**src/rtl/rvd_pkg.sv**
```systemverilog
package rvd_pkg;

    typedef enum logic [5:0] {
        MN_LUI, MN_AUIPC, MN_J, MN_CALL, MN_JAL,
        MN_BEQ, MN_BNE, MN_BLT, MN_BGE, MN_BLTU, MN_BGEU,
        MN_LB, MN_LH, MN_LW, MN_LBU, MN_LHU,
        MN_RET, MN_JALR,
        MN_ADDI, MN_XORI, MN_ORI, MN_ANDI, MN_SLLI,
        MN_SRLI, MN_SRAI, MN_SLTI, MN_SLTIU,
        MN_SB, MN_SH, MN_SW,
        MN_ADD, MN_SUB, MN_XOR, MN_OR, MN_AND, MN_SLL,
        MN_SRL, MN_SRA, MN_SLT, MN_SLTU,
        MN_MUL, MN_MULH, MN_MULHSU, MN_MULHU, MN_DIV,
        MN_DIVU, MN_REM, MN_REMU,
        MN_ECALL, MN_NONE, MN_UNKNOWN
    } t_mnemonic;

    localparam logic [6:0] OP_LUI    = 7'h37;
    localparam logic [6:0] OP_AUIPC  = 7'h17;
    localparam logic [6:0] OP_JAL    = 7'h6F;
    localparam logic [6:0] OP_BRANCH = 7'h63;
    localparam logic [6:0] OP_JALR   = 7'h67;
    localparam logic [6:0] OP_LOAD   = 7'h03;
    localparam logic [6:0] OP_IMM    = 7'h13;
    localparam logic [6:0] OP_SYSTEM = 7'h73;
    localparam logic [6:0] OP_STORE  = 7'h23;
    localparam logic [6:0] OP_REG    = 7'h33;

    localparam logic [6:0] F7_BASE   = 7'h00;
    localparam logic [6:0] F7_MULDIV = 7'h01;
    localparam logic [6:0] F7_ALT    = 7'h20;

    localparam logic [2:0] F3_BEQ  = 3'd0;
    localparam logic [2:0] F3_BNE  = 3'd1;
    localparam logic [2:0] F3_BLT  = 3'd4;
    localparam logic [2:0] F3_BGE  = 3'd5;
    localparam logic [2:0] F3_BLTU = 3'd6;
    localparam logic [2:0] F3_BGEU = 3'd7;

    localparam logic [2:0] F3_LB  = 3'd0;
    localparam logic [2:0] F3_LH  = 3'd1;
    localparam logic [2:0] F3_LW  = 3'd2;
    localparam logic [2:0] F3_LBU = 3'd4;
    localparam logic [2:0] F3_LHU = 3'd5;

    localparam logic [2:0] F3_SB = 3'd0;
    localparam logic [2:0] F3_SH = 3'd1;
    localparam logic [2:0] F3_SW = 3'd2;

    localparam logic [2:0] F3_ADD  = 3'd0;
    localparam logic [2:0] F3_SLL  = 3'd1;
    localparam logic [2:0] F3_SLT  = 3'd2;
    localparam logic [2:0] F3_SLTU = 3'd3;
    localparam logic [2:0] F3_XOR  = 3'd4;
    localparam logic [2:0] F3_SR   = 3'd5;
    localparam logic [2:0] F3_OR   = 3'd6;
    localparam logic [2:0] F3_AND  = 3'd7;

    localparam logic [2:0] F3_MUL    = 3'd0;
    localparam logic [2:0] F3_MULH   = 3'd1;
    localparam logic [2:0] F3_MULHSU = 3'd2;
    localparam logic [2:0] F3_MULHU  = 3'd3;
    localparam logic [2:0] F3_DIV    = 3'd4;
    localparam logic [2:0] F3_DIVU   = 3'd5;
    localparam logic [2:0] F3_REM    = 3'd6;
    localparam logic [2:0] F3_REMU   = 3'd7;

    localparam logic [4:0] REG_ZERO = 5'd0;
    localparam logic [4:0] REG_RA   = 5'd1;

    localparam int IN_TDATA_W  = 64;
    localparam int OUT_TDATA_W = 88;

    typedef struct packed {
        logic [31:0]        target_address;
        logic signed [31:0] immediate;
        logic [4:0]         src2_reg;
        logic [4:0]         src1_reg;
        logic [4:0]         dest_reg;
        t_mnemonic          mnemonic;
    } t_dec_result;

endpackage

```
**src/rtl/rvd_decode.sv**
```systemverilog
module rvd_decode (
    input  logic [31:0]         i_pc_address,
    input  logic [31:0]         i_instr_word,
    output rvd_pkg::t_dec_result o_result
);
    import rvd_pkg::*;

    logic [6:0]  opcode;
    logic [4:0]  rd;
    logic [2:0]  funct3;
    logic [4:0]  rs1;
    logic [4:0]  rs2;
    logic [6:0]  funct7;
    logic [31:0] imm_i;
    logic [31:0] imm_s;
    logic [31:0] imm_b;
    logic [31:0] imm_j;
    logic [31:0] imm_u;
    logic [31:0] imm_shamt;
    logic [31:0] branch_sum;
    logic [31:0] jump_sum;

    assign opcode = i_instr_word[6:0];
    assign rd     = i_instr_word[11:7];
    assign funct3 = i_instr_word[14:12];
    assign rs1    = i_instr_word[19:15];
    assign rs2    = i_instr_word[24:20];
    assign funct7 = i_instr_word[31:25];

    assign imm_i = {{20{i_instr_word[31]}}, i_instr_word[31:20]};
    assign imm_s = {{20{i_instr_word[31]}}, i_instr_word[31:25], i_instr_word[11:7]};
    assign imm_b = {{19{i_instr_word[31]}}, i_instr_word[31], i_instr_word[7],
                    i_instr_word[30:25], i_instr_word[11:8], 1'b0};
    assign imm_j = {{11{i_instr_word[31]}}, i_instr_word[31], i_instr_word[19:12],
                    i_instr_word[20], i_instr_word[30:21], 1'b0};
    assign imm_u     = {12'd0, i_instr_word[31:12]};
    assign imm_shamt = {27'd0, rs2};

    assign branch_sum = i_pc_address + imm_b;
    assign jump_sum   = i_pc_address + imm_j;

    always_comb begin
        o_result = '0;
        o_result.mnemonic = MN_UNKNOWN;
        case (opcode)
            OP_LUI, OP_AUIPC: begin
                o_result.mnemonic  = (opcode == OP_LUI) ? MN_LUI : MN_AUIPC;
                o_result.dest_reg  = rd;
                o_result.immediate = imm_u;
            end
            OP_JAL: begin
                if (rd == REG_ZERO) begin
                    o_result.mnemonic = MN_J;
                end else if (rd == REG_RA) begin
                    o_result.mnemonic = MN_CALL;
                end else begin
                    o_result.mnemonic = MN_JAL;
                end
                o_result.dest_reg       = rd;
                o_result.immediate      = imm_j;
                o_result.target_address = jump_sum;
            end
            OP_BRANCH: begin
                case (funct3)
                    F3_BEQ:  o_result.mnemonic = MN_BEQ;
                    F3_BNE:  o_result.mnemonic = MN_BNE;
                    F3_BLT:  o_result.mnemonic = MN_BLT;
                    F3_BGE:  o_result.mnemonic = MN_BGE;
                    F3_BLTU: o_result.mnemonic = MN_BLTU;
                    F3_BGEU: o_result.mnemonic = MN_BGEU;
                    default: o_result.mnemonic = MN_NONE;
                endcase
                if (o_result.mnemonic != MN_NONE) begin
                    o_result.src1_reg       = rs1;
                    o_result.src2_reg       = rs2;
                    o_result.immediate      = imm_b;
                    o_result.target_address = branch_sum;
                end
            end
            OP_JALR: begin
                if (rd == REG_ZERO && rs1 == REG_RA && i_instr_word[31:20] == 12'd0) begin
                    o_result.mnemonic = MN_RET;
                end else begin
                    o_result.mnemonic = MN_JALR;
                end
                o_result.dest_reg  = rd;
                o_result.src1_reg  = rs1;
                o_result.immediate = imm_i;
            end
            OP_LOAD: begin
                case (funct3)
                    F3_LB:   o_result.mnemonic = MN_LB;
                    F3_LH:   o_result.mnemonic = MN_LH;
                    F3_LW:   o_result.mnemonic = MN_LW;
                    F3_LBU:  o_result.mnemonic = MN_LBU;
                    F3_LHU:  o_result.mnemonic = MN_LHU;
                    default: o_result.mnemonic = MN_NONE;
                endcase
                if (o_result.mnemonic != MN_NONE) begin
                    o_result.dest_reg  = rd;
                    o_result.src1_reg  = rs1;
                    o_result.immediate = imm_i;
                end
            end
            OP_IMM: begin
                case (funct3)
                    F3_ADD:  o_result.mnemonic = MN_ADDI;
                    F3_SLL:  o_result.mnemonic = (funct7 == F7_BASE) ? MN_SLLI : MN_NONE;
                    F3_SLT:  o_result.mnemonic = MN_SLTI;
                    F3_SLTU: o_result.mnemonic = MN_SLTIU;
                    F3_XOR:  o_result.mnemonic = MN_XORI;
                    F3_SR: begin
                        if (funct7 == F7_BASE) begin
                            o_result.mnemonic = MN_SRLI;
                        end else if (funct7 == F7_ALT) begin
                            o_result.mnemonic = MN_SRAI;
                        end else begin
                            o_result.mnemonic = MN_NONE;
                        end
                    end
                    F3_OR:   o_result.mnemonic = MN_ORI;
                    F3_AND:  o_result.mnemonic = MN_ANDI;
                    default: o_result.mnemonic = MN_NONE;
                endcase
                if (o_result.mnemonic != MN_NONE) begin
                    o_result.dest_reg  = rd;
                    o_result.src1_reg  = rs1;
                    o_result.immediate = (funct3 == F3_SLL || funct3 == F3_SR) ?
                                         imm_shamt : imm_i;
                end
            end
            OP_SYSTEM: begin
                o_result.mnemonic = MN_ECALL;
            end
            OP_STORE: begin
                case (funct3)
                    F3_SB:   o_result.mnemonic = MN_SB;
                    F3_SH:   o_result.mnemonic = MN_SH;
                    F3_SW:   o_result.mnemonic = MN_SW;
                    default: o_result.mnemonic = MN_NONE;
                endcase
                if (o_result.mnemonic != MN_NONE) begin
                    o_result.src1_reg  = rs1;
                    o_result.src2_reg  = rs2;
                    o_result.immediate = imm_s;
                end
            end
            OP_REG: begin
                if (funct7 == F7_MULDIV) begin
                    case (funct3)
                        F3_MUL:    o_result.mnemonic = MN_MUL;
                        F3_MULH:   o_result.mnemonic = MN_MULH;
                        F3_MULHSU: o_result.mnemonic = MN_MULHSU;
                        F3_MULHU:  o_result.mnemonic = MN_MULHU;
                        F3_DIV:    o_result.mnemonic = MN_DIV;
                        F3_DIVU:   o_result.mnemonic = MN_DIVU;
                        F3_REM:    o_result.mnemonic = MN_REM;
                        F3_REMU:   o_result.mnemonic = MN_REMU;
                        default:   o_result.mnemonic = MN_NONE;
                    endcase
                end else begin
                    case (funct3)
                        F3_ADD:  o_result.mnemonic = (funct7 == F7_BASE) ? MN_ADD : MN_SUB;
                        F3_SLL:  o_result.mnemonic = MN_SLL;
                        F3_SLT:  o_result.mnemonic = MN_SLT;
                        F3_SLTU: o_result.mnemonic = MN_SLTU;
                        F3_XOR:  o_result.mnemonic = MN_XOR;
                        F3_SR:   o_result.mnemonic = (funct7 == F7_BASE) ? MN_SRL : MN_SRA;
                        F3_OR:   o_result.mnemonic = MN_OR;
                        F3_AND:  o_result.mnemonic = MN_AND;
                        default: o_result.mnemonic = MN_NONE;
                    endcase
                end
                o_result.dest_reg = rd;
                o_result.src1_reg = rs1;
                o_result.src2_reg = rs2;
            end
            default: begin
                o_result.mnemonic = MN_UNKNOWN;
            end
        endcase
    end

endmodule

```
**src/rtl/rv32im_instruction_decoder.sv**
```systemverilog
// Decodes one RV32IM instruction word per beat into a mnemonic code, register numbers,
// the immediate and, for branches and JAL forms, the target address. The block takes a
// new beat every cycle unless the output is stalled with the input register full. An accepted
// beat is held in the input register while the field decode and the two 32-bit target adders,
// one for branches and one for JAL, work on it. The result register then loads the decoded
// fields, and the result is offered from there. When the output is stalled the result
// register holds, as does a full input register, and o_s_tready follows i_m_tready
// combinationally once the pipeline is full.
module rv32im_instruction_decoder (
    input  logic                             i_clk,
    input  logic                             i_rst_n,
    input  logic                             i_s_tvalid,
    output logic                             o_s_tready,
    // pc_address [31:0], instr_word [63:32]
    input  logic [rvd_pkg::IN_TDATA_W-1:0]   i_s_tdata,
    output logic                             o_m_tvalid,
    input  logic                             i_m_tready,
    // mnemonic [5:0], dest_reg [10:6], src1_reg [15:11], src2_reg [20:16],
    // immediate [52:21], target_address [84:53], zero [87:85]
    output logic [rvd_pkg::OUT_TDATA_W-1:0]  o_m_tdata
);
    import rvd_pkg::*;

    logic        r_s1_valid;
    logic        n_s1_valid;
    logic [31:0] r_pc;
    logic [31:0] r_word;
    logic        r_out_valid;
    logic        n_out_valid;
    t_dec_result r_out;
    t_dec_result dec_result;
    logic        out_free;
    logic        s1_adv;
    logic        in_acc;

    assign out_free   = !r_out_valid || i_m_tready;
    assign s1_adv     = r_s1_valid && out_free;
    assign o_s_tready = !r_s1_valid || out_free;
    assign in_acc     = i_s_tvalid && o_s_tready;

    assign n_s1_valid  = in_acc ? 1'b1 : (s1_adv ? 1'b0 : r_s1_valid);
    assign n_out_valid = s1_adv ? 1'b1 : (i_m_tready ? 1'b0 : r_out_valid);

    rvd_decode u_decode (
        .i_pc_address (r_pc),
        .i_instr_word (r_word),
        .o_result     (dec_result)
    );

    always_ff @(posedge i_clk) begin
        if (!i_rst_n) begin
            r_s1_valid  <= 1'b0;
            r_out_valid <= 1'b0;
        end else begin
            r_s1_valid  <= n_s1_valid;
            r_out_valid <= n_out_valid;
        end
    end

    always_ff @(posedge i_clk) begin
        if (in_acc) begin
            r_pc   <= i_s_tdata[31:0];
            r_word <= i_s_tdata[63:32];
        end
        if (s1_adv) begin
            r_out <= dec_result;
        end
    end

    assign o_m_tvalid = r_out_valid;
    assign o_m_tdata  = {3'd0, r_out.target_address, r_out.immediate, r_out.src2_reg,
                         r_out.src1_reg, r_out.dest_reg, r_out.mnemonic};

    a_stall_hold: assert property (@(posedge i_clk) disable iff (!i_rst_n)
        r_s1_valid && !out_free |=> r_s1_valid && $stable(r_word) && $stable(r_pc))
        else $error("input register changed while the output was stalled");

    a_blank_fields: assert property (@(posedge i_clk) disable iff (!i_rst_n)
        r_out_valid && (r_out.mnemonic == MN_NONE || r_out.mnemonic == MN_UNKNOWN ||
                        r_out.mnemonic == MN_ECALL)
        |-> r_out.dest_reg == 5'd0 && r_out.src1_reg == 5'd0 && r_out.src2_reg == 5'd0 &&
            r_out.immediate == 32'sd0 && r_out.target_address == 32'd0)
        else $error("fields not cleared for a result without operands");

    a_target_kind: assert property (@(posedge i_clk) disable iff (!i_rst_n)
        r_out_valid && r_out.target_address != 32'd0
        |-> r_out.mnemonic >= MN_J && r_out.mnemonic <= MN_BGEU)
        else $error("target address given for an instruction that is not a branch or jump");

    a_mnemonic_range: assert property (@(posedge i_clk) disable iff (!i_rst_n)
        r_out_valid |-> r_out.mnemonic <= MN_UNKNOWN)
        else $error("mnemonic code out of range");

endmodule
```
**config.mk**
```make
export PLATFORM = sky130hd
export DESIGN_NAME = rv32im_instruction_decoder
export DESIGN_NICKNAME = d
export VERILOG_FILES = /design/src/rtl/rvd_pkg.sv /design/src/rtl/rvd_decode.sv /design/src/rtl/rv32im_instruction_decoder.sv
export SDC_FILE = /design/constraint.sdc
export NUM_CORES = 1
export LEC_CHECK = 0
export BUFFER_PORTS_ARGS = -buffer_cell sky130_fd_sc_hd__clkbuf_2
export CAP_MARGIN = 20
export CORE_MARGIN = 3
export CORE_UTILIZATION = 57
export CTS_CLUSTER_DIAMETER = 80
export DETAILED_ROUTE_END_ITERATION = 8
export GPL_ROUTABILITY_DRIVEN = 0
export PLACE_DENSITY = 0.81
export SETUP_SLACK_MARGIN = 0.2
export SLEW_MARGIN = 5
export SYNTH_ARGS = -nofsm -noshare
export SYNTH_HDL_FRONTEND = slang
export SYNTH_HIERARCHICAL = 1
export SYNTH_SLANG_ARGS = --single-unit
```
**constraint.sdc**
```tcl
create_clock -name i_clk -period 6.5 [get_ports i_clk]
set_input_delay 0.65 -clock i_clk [delete_from_list [all_inputs] [get_ports i_clk]]
set_output_delay 0.65 -clock i_clk [all_outputs]
set_load 0.05 [all_outputs]
```
## After elaboration in Yosys (flattened, before gate mapping)

Memories as Yosys holds them, arrays and structs flattened. A register that Yosys moved wholly into a read port is not among the register bits.
Index checks and enable logic that the tools add are counted.

- $add $sub $neg: 2
- $mul: 0
- Div/mod/pow operators: 0
- Order comparisons: 0
- Eq/ne operators: 25
- Shift operators: 0
- Multiplexer cells: 37
- Bitwise gates (word level): 0
- Reduce and logical (&&, ||, !) cells: 18

Operators by type and width:

| cell | number |
|---|---|
| $pmux 32 s7 | 1 |
| $mux 32 | 3 |
| $pmux 6 s8 | 2 |
| $mux 74 | 1 |
| $add 32x32->32 | 2 |
| $pmux 32 s2 | 1 |
| $pmux 6 s9 | 1 |
| $mux 6 | 8 |
| $mux 42 | 1 |
| $pmux 6 s6 | 1 |
| $pmux 5 s3 | 2 |
| $pmux 6 s5 | 1 |
| $eq 7x6->1 const B | 4 |
| $eq 7x7->1 const B | 4 |
| $pmux 5 s5 | 1 |
| $ne 6x6->1 const B | 4 |
| $mux 10 | 2 |
| $pmux 6 s3 | 1 |
| $eq 7x5->1 const B | 2 |
| $eq 3x3->1 const B | 4 |
| $logic_not 12->1 | 1 |
| $eq 5x1->1 const B | 2 |
| $mux 3 | 3 |
| $mux 1 | 8 |
| other kinds (13) | 22 |

- Flip-flop bits (word level): 151
- Bits in latches: 0
- Memory bits (writable): 0
- Memory bits (read-only): 24
- Input port bits: 68
- Word-level logic and storage cells: 93
- Memories kept: 1

Memory list:

| memory | depth | width | rd ports | clocked after Yosys merged registers in | wr ports | line | text |
|---|---|---|---|---|---|---|---|
| (no name shown) | 8 | 3 | 1 | 1 | 0 | rvd_decode.sv:150 | `case (funct3)` |

## Logic depth before layout (Yosys ltp)

- Depth after elaboration: 8
- Depth in mapped cells: 11
- Depth with buffers taken out: 10

## Cells and area by module

Netlist, hierarchy kept.

By module, submodules not included:

| module | times used | cells an instance | area an instance (sq um) |
|---|---|---|---|
| rv32im_instruction_decoder | 1 | 162 | 4604.4 |
| rvd_decode | 1 | 622 | 4080.2 |

## Least setup slack after synthesis

OpenSTA, ideal clock, no wires.

- Kind: flip-flop to flip-flop
- Start: register r_out_valid (netlist: o_m_tvalid)
- End: register r_out, in the netlist o_m_tdata[0], enable pin
- Data arrival time: 4464 ps
- Required time: 5962 ps
- Path slack: 1498 ps
- Stages on the path, launching flop included: 3
- Path buffers: 0
- Clock period less this slack: 5002 ps
- Cell sequence: dfxtp_1 > nor2b_4 > nor2b_1

- Longest elaborated chain between the ends: 3

RTL lines:

| what | line | text |
|---|---|---|
| start: declaration | rv32im_instruction_decoder.sv:28 | `logic r_out_valid;` |
| start signal: assignment | rv32im_instruction_decoder.sv:56 | `r_out_valid <= n_out_valid;` |
| $logic_not 1->1 | rv32im_instruction_decoder.sv:36 | `assign out_free = !r_out_valid \|\| i_m_tready;` |
| $logic_or 1x1->1 | rv32im_instruction_decoder.sv:36 |  |
| $logic_and 1x1->1 | rv32im_instruction_decoder.sv:37 | `assign s1_adv = r_s1_valid && out_free;` |
| end signal: assignment | rv32im_instruction_decoder.sv:66 | `r_out <= dec_result;` |
| end: declaration | rv32im_instruction_decoder.sv:30 | `t_dec_result r_out;` |

Every way passes these cells.
A chain may end at the register's enable or synchronous reset.

==> run metrics <==
FF-to-FF Start r_word[31]; pwr dens approximately 260 nW/um^2; via/cell ratio around 6.5; Hold Path Class primary input to flop; leakage power 3.87 nW; Sw Ratio between 30% and 40%; # resized after CTS 0; max-cap viol count 0; Hold Path Sink r_word[5]; Comb power frac a little under a fifth; die width 129 um; total CTS buffers 17; met2 Track Usage GR 42.0%; die height approximately 130 um; FF-to-FF path depth 8; Synth async-reset ratio 0%; Critical Path Max Stage Delay 1040 ps; TritonRoute pass-1 iters 5; Crit Path Class flop to flop; Final Instance Count excl. Fillers between 1000 and 1500; antenna cells 0; Power Total around 2.6 mW; clk_lat worst skew about 440 ps; dpl hpwl around 16000 um; synth unique cells 75; area of the core between 10000 and 15000 um^2; placed cells roughly 1100; hold path cells 1; # rows 44; RSZ-0062 raised after global routing false; largest area contributor in the netlist edfxtp_1; Reg-to-Reg End o_m_tdata[81]; area occupied by multi-input gates just under 4000 um^2; vias post-DR roughly 7200; initial antenna violation count 0; FMAX approximately 280 MHz; Net Switching roughly 0.82 mW; crit-path max FO 25; Initial DRC Count around 1000; shortest period the worst path allows ~3500 ps; critical path endpoint category flop; dpl ws slightly above 3000 ps; Routed Antenna Nets 0; Area growth, synth to finish 15.9%; Post-synth EDFFs 149; ys flop type edfxtp_1; outcome completed; Crit-path slowest cell edfxtp_1; Final TNS setup 0 ps; fillers 1098; final setup violation count 0; Critical path buffers and inverters 1; Req. time, crit path 6690 ps; Post-Syn Area per Cell approximately 11 um^2; Nets around 1000; largest net degree at the start of global routing 86; CTS Hold Buffers Added 0; Initial Util 59.1%; max-slew violation count 0; design area roughly 10000 um^2; Synth Instances around 780; Die Area roughly 17000 um^2; drt drc 0; WL/cell 20.4 um; share of the synthesized area in the top cell type around half; Longest Clk Path Bufs 2; grt ovf 0; met3 Use GR between 5 and 6%; met1 usage a little over a third; clock root buffer clkbuf_16; Yosys reg bits roughly 150; Ys Warns 6; GRT Overall Usage a little over a quarter; Layout Skew 13.0 ps; hold path start i_s_tdata[37]; TritonCTS clock tree built; Post-CTS Setup Bufs 0; Tightest Pin Transition 1110 ps; sequential share of the synthesized area 52.0%; fin crit share a little over half; CP Data Arrival Time 3730 ps; Crit. Startpoint r_word[31]; I/O pin count about 160; relative slew slack 25.9%; input/output buffers 154; worst-path cell chain ha_1 > a21o_1 > a211oi_1 > inv_1 > o221ai_2 > o2bb2ai_1 > and3b_1 > or4_1; Seq. cell area roughly 4500 um^2; largest cells by area after synthesis edfxtp_1, ha_1, a21oi_1, o21ai_0, nor2_1; crit start category flop; final count of hold timing violations 0; fin util 68.5%; Clock Sinks between 150 and 200; CP delay by family, top compound AO/OA/AOI/OAI gates; global-route wire length before repair 34500 um; Fin Hold WS roughly 380 ps; r2r setup slk about 3000 ps; grt peak-use layer met2; Internal 1.79 mW; vias in the first global route 6548; clock slew at reported path FFs approximately 70 ps; CTS H-tree depth 4; layout cells sized above 1 23.5%; final WL about 23000 um; Max IR drop VDD about 0.19 mV; Post-DP Area around 9500 um^2; cell area after synthesis around 8700 um^2; Clk network pwr share between 30% and 40%; Reg power frac 45.1%; post-route setup slack between 2000 and 3000 ps
## cell families (layout without fill, tap and decap cells)
group	count (synthesis)	count (layout)	synth area share [%]
AO/OA/AOI/OAI	265	265	20.7
XOR/XNOR	30	30	3.03
adder cells (fa/ha/maj)	45	45	6.66
buffers and inverters	68	209	3.64
flip-flops	151	151	52.0
multiplexers	5	5	0.591
other	1	3	0.0432
AND/OR/NAND/NOR	219	219	13.3
## cells in the final DEF, fill, tap and decap left out, types with 7 or more instances in the layout
cell       Yosys  final
clkbuf_2       0    154
edfxtp_1     149    149
a21oi_1       61     60
nor2_1        54     54
o21ai_0       51     51
nand2_1       47     47
ha_1          43     43
o22ai_1       19     19
inv_1         17     17
clkbuf_16      0     17
nor3_1        16     16
xnor2_1       16     16
and2_1        14     14
xor2_1        14     14
nand3_1       13     13
nor2b_1       13     12
nand2b_1      12     12
a21o_1        12     12
o211ai_1      11     11
nand4_1       10     10
o21bai_1      10     10
a221o_1        9      9
a22o_1         9      9
a211oi_1       9      9
o21a_1         8      8
o22a_1         7      7
a22oi_1        7      7
## synthesized netlist by cell type (4+ instances only)
cell	count
edfxtp_1	149
a21oi_1	61
nor2_1	54
o21ai_0	51
nand2_1	47
ha_1	43
clkbuf_1	26
o22ai_1	19
inv_1	17
nor3_1	16
xnor2_1	16
and2_1	14
buf_4	14
xor2_1	14
nand3_1	13
nor2b_1	13
a21o_1	12
nand2b_1	12
o211ai_1	11
nand4_1	10
o21bai_1	10
a211oi_1	9
a221o_1	9
a22o_1	9
o21a_1	8
a22oi_1	7
buf_2	7
o22a_1	7
a221oi_1	6
a31oi_1	6
and3_1	6
nor4_1	6
o221ai_1	5
or3_1	5
a31o_2	4
mux2i_1	4
o31ai_1	4
or4_1	4
## final cells by class
class	instances	share of cell area (%)
Clock buffer	17	4.23
Clock inverter	14	1.32
Inverter	18	0.671
Multi-Input combinational cell	567	38.6
Sequential cell	151	44.9
Tap cell	184	2.29
Timing Repair Buffer	160	8.08
## flip-flops by register name, summed over array words and instances (netlist names)
name and count:
o_m_tdata 85, r_pc 32, r_word 32, o_m_tvalid 1, r_s1_valid 1
## worst max path at each step
stage,to,slack [ps],cells after the start
after floorplan,o_m_tdata[0],1500,2
after global placement,o_m_tdata[81],3120,8
after detailed placement,o_m_tdata[81],3070,8
after CTS,o_m_tdata[81],3020,8
after global routing,o_m_tdata[49],2750,7
final,o_m_tdata[81],2960,8
## per-layer routing
layer | up-vias | wire (um)
li1 | 3296 | -
met4 | 0 | 1030
met1 | 3342 | 8870
met3 | 93 | 2070
met2 | 470 | 10700
met5 | - | 0
## power by group through the flow
stage	logic (mW)	registers, mW	clock network, mW
after floorplan	0.270	1.28	0
after detailed placement	0.474	1.19	0
final	0.488	1.17	0.944
after global routing	0.524	1.18	0.995
after global placement	0.469	1.19	0
after CTS	0.479	1.17	0.953
## worst register-to-register path: cells and delay by family (launching register included)
family / cells / cell delay, ps
compound gates: 4 / 1050
buf+inv: 1 / 100
fa+ha+maj: 1 / 450
simple gates: 2 / 640
flops: 1 / 1040
No activity file was read; power rests on OpenSTA's default activity.
